===== config.mk =====
export PLATFORM = sky130hd
export DESIGN_NAME = plb_ram
export DESIGN_NICKNAME = d
export VERILOG_FILES = /design/src/rtl/core/price_level_book_unit_macros.svh /design/src/rtl/core/plb_ram.sv
export SDC_FILE = /design/constraint.sdc
export NUM_CORES = 2
export LEC_CHECK = 0
export BUFFER_PORTS_ARGS = -buffer_cell sky130_fd_sc_hd__buf_2
export CAP_MARGIN = 0
export CELL_PAD_IN_SITES_DETAIL_PLACEMENT = 1
export CELL_PAD_IN_SITES_GLOBAL_PLACEMENT = 1
export CORE_MARGIN = 2
export CORE_UTILIZATION = 54
export DETAILED_ROUTE_END_ITERATION = 8
export PLACE_DENSITY_LB_ADDON = 0.1
export SLEW_MARGIN = 10
export SYNTH_ARGS = -nofsm -noshare
export SYNTH_HDL_FRONTEND = slang
export SYNTH_SLANG_ARGS = --single-unit

===== constraint.sdc =====
create_clock -name i_clk -period 11.1 [get_ports i_clk]
set_clock_uncertainty 0.1 [all_clocks]
set_input_delay 2.22 -clock i_clk [delete_from_list [all_inputs] [get_ports i_clk]]
set_output_delay 2.22 -clock i_clk [all_outputs]
set_load 0.01 [all_outputs]

===== src/rtl/core/price_level_book_unit_macros.svh =====
// shared assertion macros for the price level book
`ifndef PRICE_LEVEL_BOOK_UNIT_MACROS_SVH
`define PRICE_LEVEL_BOOK_UNIT_MACROS_SVH

// same-cycle implication, held off during reset
`define PLB_ASSERT_IMP(lbl, clk, rst_n, ante, cons) \
    lbl: assert property (@(posedge clk) disable iff (!rst_n) (ante) |-> (cons)) \
        else $error("plb assertion failed");

// next-cycle implication, held off during reset
`define PLB_ASSERT_NXT(lbl, clk, rst_n, ante, cons) \
    lbl: assert property (@(posedge clk) disable iff (!rst_n) (ante) |=> (cons)) \
        else $error("plb assertion failed");

`endif


===== src/rtl/core/plb_ram.sv =====
module plb_ram #(
    parameter int WIDTH = 64,
    parameter int DEPTH = 64
) (
    input  logic                     i_clk,
    input  logic                     i_we,
    input  logic [$clog2(DEPTH)-1:0] i_waddr,
    input  logic [WIDTH-1:0]         i_wdata,
    input  logic [$clog2(DEPTH)-1:0] i_raddr,
    output logic [WIDTH-1:0]         o_rdata
);
    logic [WIDTH-1:0] r_mem [DEPTH];
    logic [WIDTH-1:0] r_rdata;

    always_ff @(posedge i_clk) begin
        if (i_we) begin
            r_mem[i_waddr] <= i_wdata;
        end
        r_rdata <= r_mem[i_raddr];
    end

    assign o_rdata = r_rdata;
endmodule


==> impl_metrics.toml <==
[sta]
final-hold-violation-count = 0
setup_tns_ps = 0
setup_viol = 0
max_slew_margin_pct = 16.0
fin_crit_sh_pct = 47.5
tightest_slew_ps = 1260
grt_setup_unrepaired = "false"
setup_ws_ps = 5830
drv_slew = 0
fin_crit_ps = 5270
clock.fmax_mhz = 190
whs_ps = 726

[global_routing]
antenna_found_initial = 34
grtUsageTotal_pct = 31.6
grt_pass1_vias = 78800
grt_pass1_wl_mm = 638
overflow = 0
grt_max_degree = 118

[die]
die_area_mm2 = 0.294
die_width_um = 542
initial_core_util_pct = 54.3
die_h_um = 542
fp.coreArea_mm2 = 0.288
fp-row-count = 197
ioPinCount = 142

[pwr]
power_density_mw_per_mm2 = 191
finalPower_mw = 33.7
leakage_nw = 55.3
worst_ir_drop_vdd_mv = 0.168

[final_layout]
fin_util_pct = 61.3
fin_nets = 7071
drive_gt1_share_pct = 28.7
num-fill-cells = 22600
synthToLayoutAreaGrowth_pct = 13.0

[yosys]
synthCells = 6598
yosysTopAreaCellShare_pct = 78.7
ys_seq_area_share_pct = 79.5
synth_async_sr_flop_share_pct = 0
yosys-top-cells-area = "edfxtp_1 79%, mux4_2 15%, mux2i_1 0.86%"
ys.flop_type = "edfxtp_1"
syn_area_mm2 = 0.156
synth_edf_count = 4096
ys_types = 33
ys_ff_latch = 4160
syn-num-nets = 6676
ys_warn_count = 0
syn_avg_cell_area_um2 = 23.7
yosysTopAreaCell = "edfxtp_1"

[worst_setup_path]
reg2reg_depth = 5
worst_setup_path_start_kind = "input port"
r2r-start = "r_mem[10][62]"
r2r_setup_slack_ps = 8600
cp.arrival_ps = 5990
crit_path_end_kind = "register"
critPathRequiredTime_ps = 11820
crit_fanout = 95
worstSetupPathType = "input port to register"
timing.rr.end = "o_rdata[62]"

[worst_hold_path]
hp-start = "r_mem[47][18]"
hold-path-endpoint = "o_rdata[18]"
hold-path-cell-count = 4
hp-class = "register to register"

[detailed_routing]
met1Wirelength_mm = 180
wl_per_cell_um = 41.3
via_per_inst = 6.90
wl_met3_mm = 41.6
wl_mm = 460
drt_pass1_iterations = 6
route.vias.total = 76900
drtIter0Drc = 10600
postRouteAntennaNets = 0
top_layer = "met5"
route.detailed.drc = 0
routed-wl-met2_mm = 222

[place]
pre_cts_slack_ps = 4900
place_congestion = 0.780
io_buffers = 141
place_hpwl_mm = 239

[clock_network]
clockBufferDepth = 4
cts_hold_buf = 0
root_buffer = "clkbuf_16"
cts_htree_levels = 5
cts_made_buffers = 417
clkTransAtPathRegs_ps = 60
cts_tree = "done"
clock_latency_ps = 970
clock_sinks = 4160
cts_setup_buffers = 0
cts_resized = 0

[flow_run]
maxCapViolCount = 0

[status]
status = "completed"
## cell families (layout without fill, tap and decap cells)
| group | after synthesis | after routing | synth area share (%) |
|---|---|---|---|
| other cells | 0 | 11 | 0 |
| mux | 1159 | 1159 | 15.6 |
| compound gates | 504 | 504 | 2.48 |
| simple gates | 386 | 386 | 1.24 |
| flops | 4160 | 4160 | 79.5 |
| buf+inv | 389 | 1144 | 1.18 |
## sequential cells by signal, indices dropped and copies added, names as in the netlist
signal   count
o_rdata     64
r_mem     4096
## worst max path at each step
stage	from	to	slack (ps)	cells after the start
floorplan	i_waddr[3]	r_mem[48][0]	3340	4
global route	i_raddr[0]	o_rdata[24]	5720	8
detailed placement	i_raddr[2]	o_rdata[39]	4900	8
CTS	i_waddr[2]	r_mem[21][55]	5930	6
global placement	i_raddr[2]	o_rdata[5]	4950	8
finish	i_raddr[2]	o_rdata[39]	5830	8
## per-layer routing
layer | global-route usage (%) | up-vias
li1 | - | 29300
met1 | 45.2 | 42400
met2 | 50.2 | 4366
met3 | 5.56 | 814
met4 | 9.84 | 14
met5 | 0 | -
## Yosys cell counts, types with 6 or more instances
master / n
a211oi_1: 63
a22o_1: 88
a22oi_1: 168
a2bb2oi_1: 19
a31oi_1: 18
a41oi_1: 26
and3_1: 64
buf_1: 20
buf_2: 170
buf_4: 34
buf_6: 6
clkbuf_1: 140
dfxtp_1: 64
edfxtp_1: 4096
inv_1: 19
mux2i_1: 135
mux4_2: 1024
nand2_1: 58
nand2b_1: 11
nand3_1: 45
nor2_1: 112
nor2b_1: 28
o221ai_1: 38
o22ai_1: 83
or2_2: 28
or3_1: 29
## metrics by stage
step                std cells  instance area, um2
global placement        10400              162000
detailed placement      10400              162000
floorplan                6598              156000
CTS                     11100              177000
global route            11100              177000
finish                  11100              177000
## where the power goes
| group | total [mW] | switching [mW] | internal, mW |
|---|---|---|---|
| combinational | 1.49 | 0.954 | 0.531 |
| clock | 14.7 | 6.09 | 8.65 |
| sequential | 17.5 | 0.0765 | 17.4 |
| total | 33.7 | 7.12 | 26.6 |
## critical path: stages
cell and delay (ps):
buf_8 560, buf_12 540, buf_4 910, mux4_2 430, mux2i_1 230, o22ai_1 140
a31oi_1 490, a211oi_1 100
## final cells by class
cell class | instances | area, um2 | share of cell area [%]
Clock buffer | 531 | 11300 | 6.37
Timing Repair Buffer | 346 | 2480 | 1.40
Antenna cell | 11 | 27.5 | 0.0156
Tap cell | 3781 | 4730 | 2.68
Clock inverter | 248 | 3110 | 1.76
Inverter | 19 | 71.3 | 0.0404
Sequential cell | 4160 | 124000 | 70.3
Multi-Input combinational cell | 2049 | 30800 | 17.4
## cells in the final DEF, fill, tap and decap left out, types with 5 or more instances in the layout
master and count:
o22ai_1 83, diode_2 11, or2_2 28, or3_1 29, clkbuf_1 81, and3_1 64, clkbuf_16 423, nand3_1 45
edfxtp_1 4096, a31oi_1 18, a22o_1 88, clkinv_4 5, dfxtp_1 64, clkbuf_8 27, a2bb2oi_1 19, a211oi_1 63
inv_1 19, clkinv_8 6, clkinv_1 69, buf_4 190, clkinvlp_4 11, nor2_1 47, mux4_2 1024, o221ai_1 38
buf_12 17, mux2i_1 135, clkinv_2 77, nand2_1 54, inv_16 6, nor2_4 65, nand2b_1 9, nor2b_1 24
buf_2 137, bufinv_16 62, a41oi_1 26, a22oi_1 168, clkinv_16 7
(Power assumes the default switching activity.)
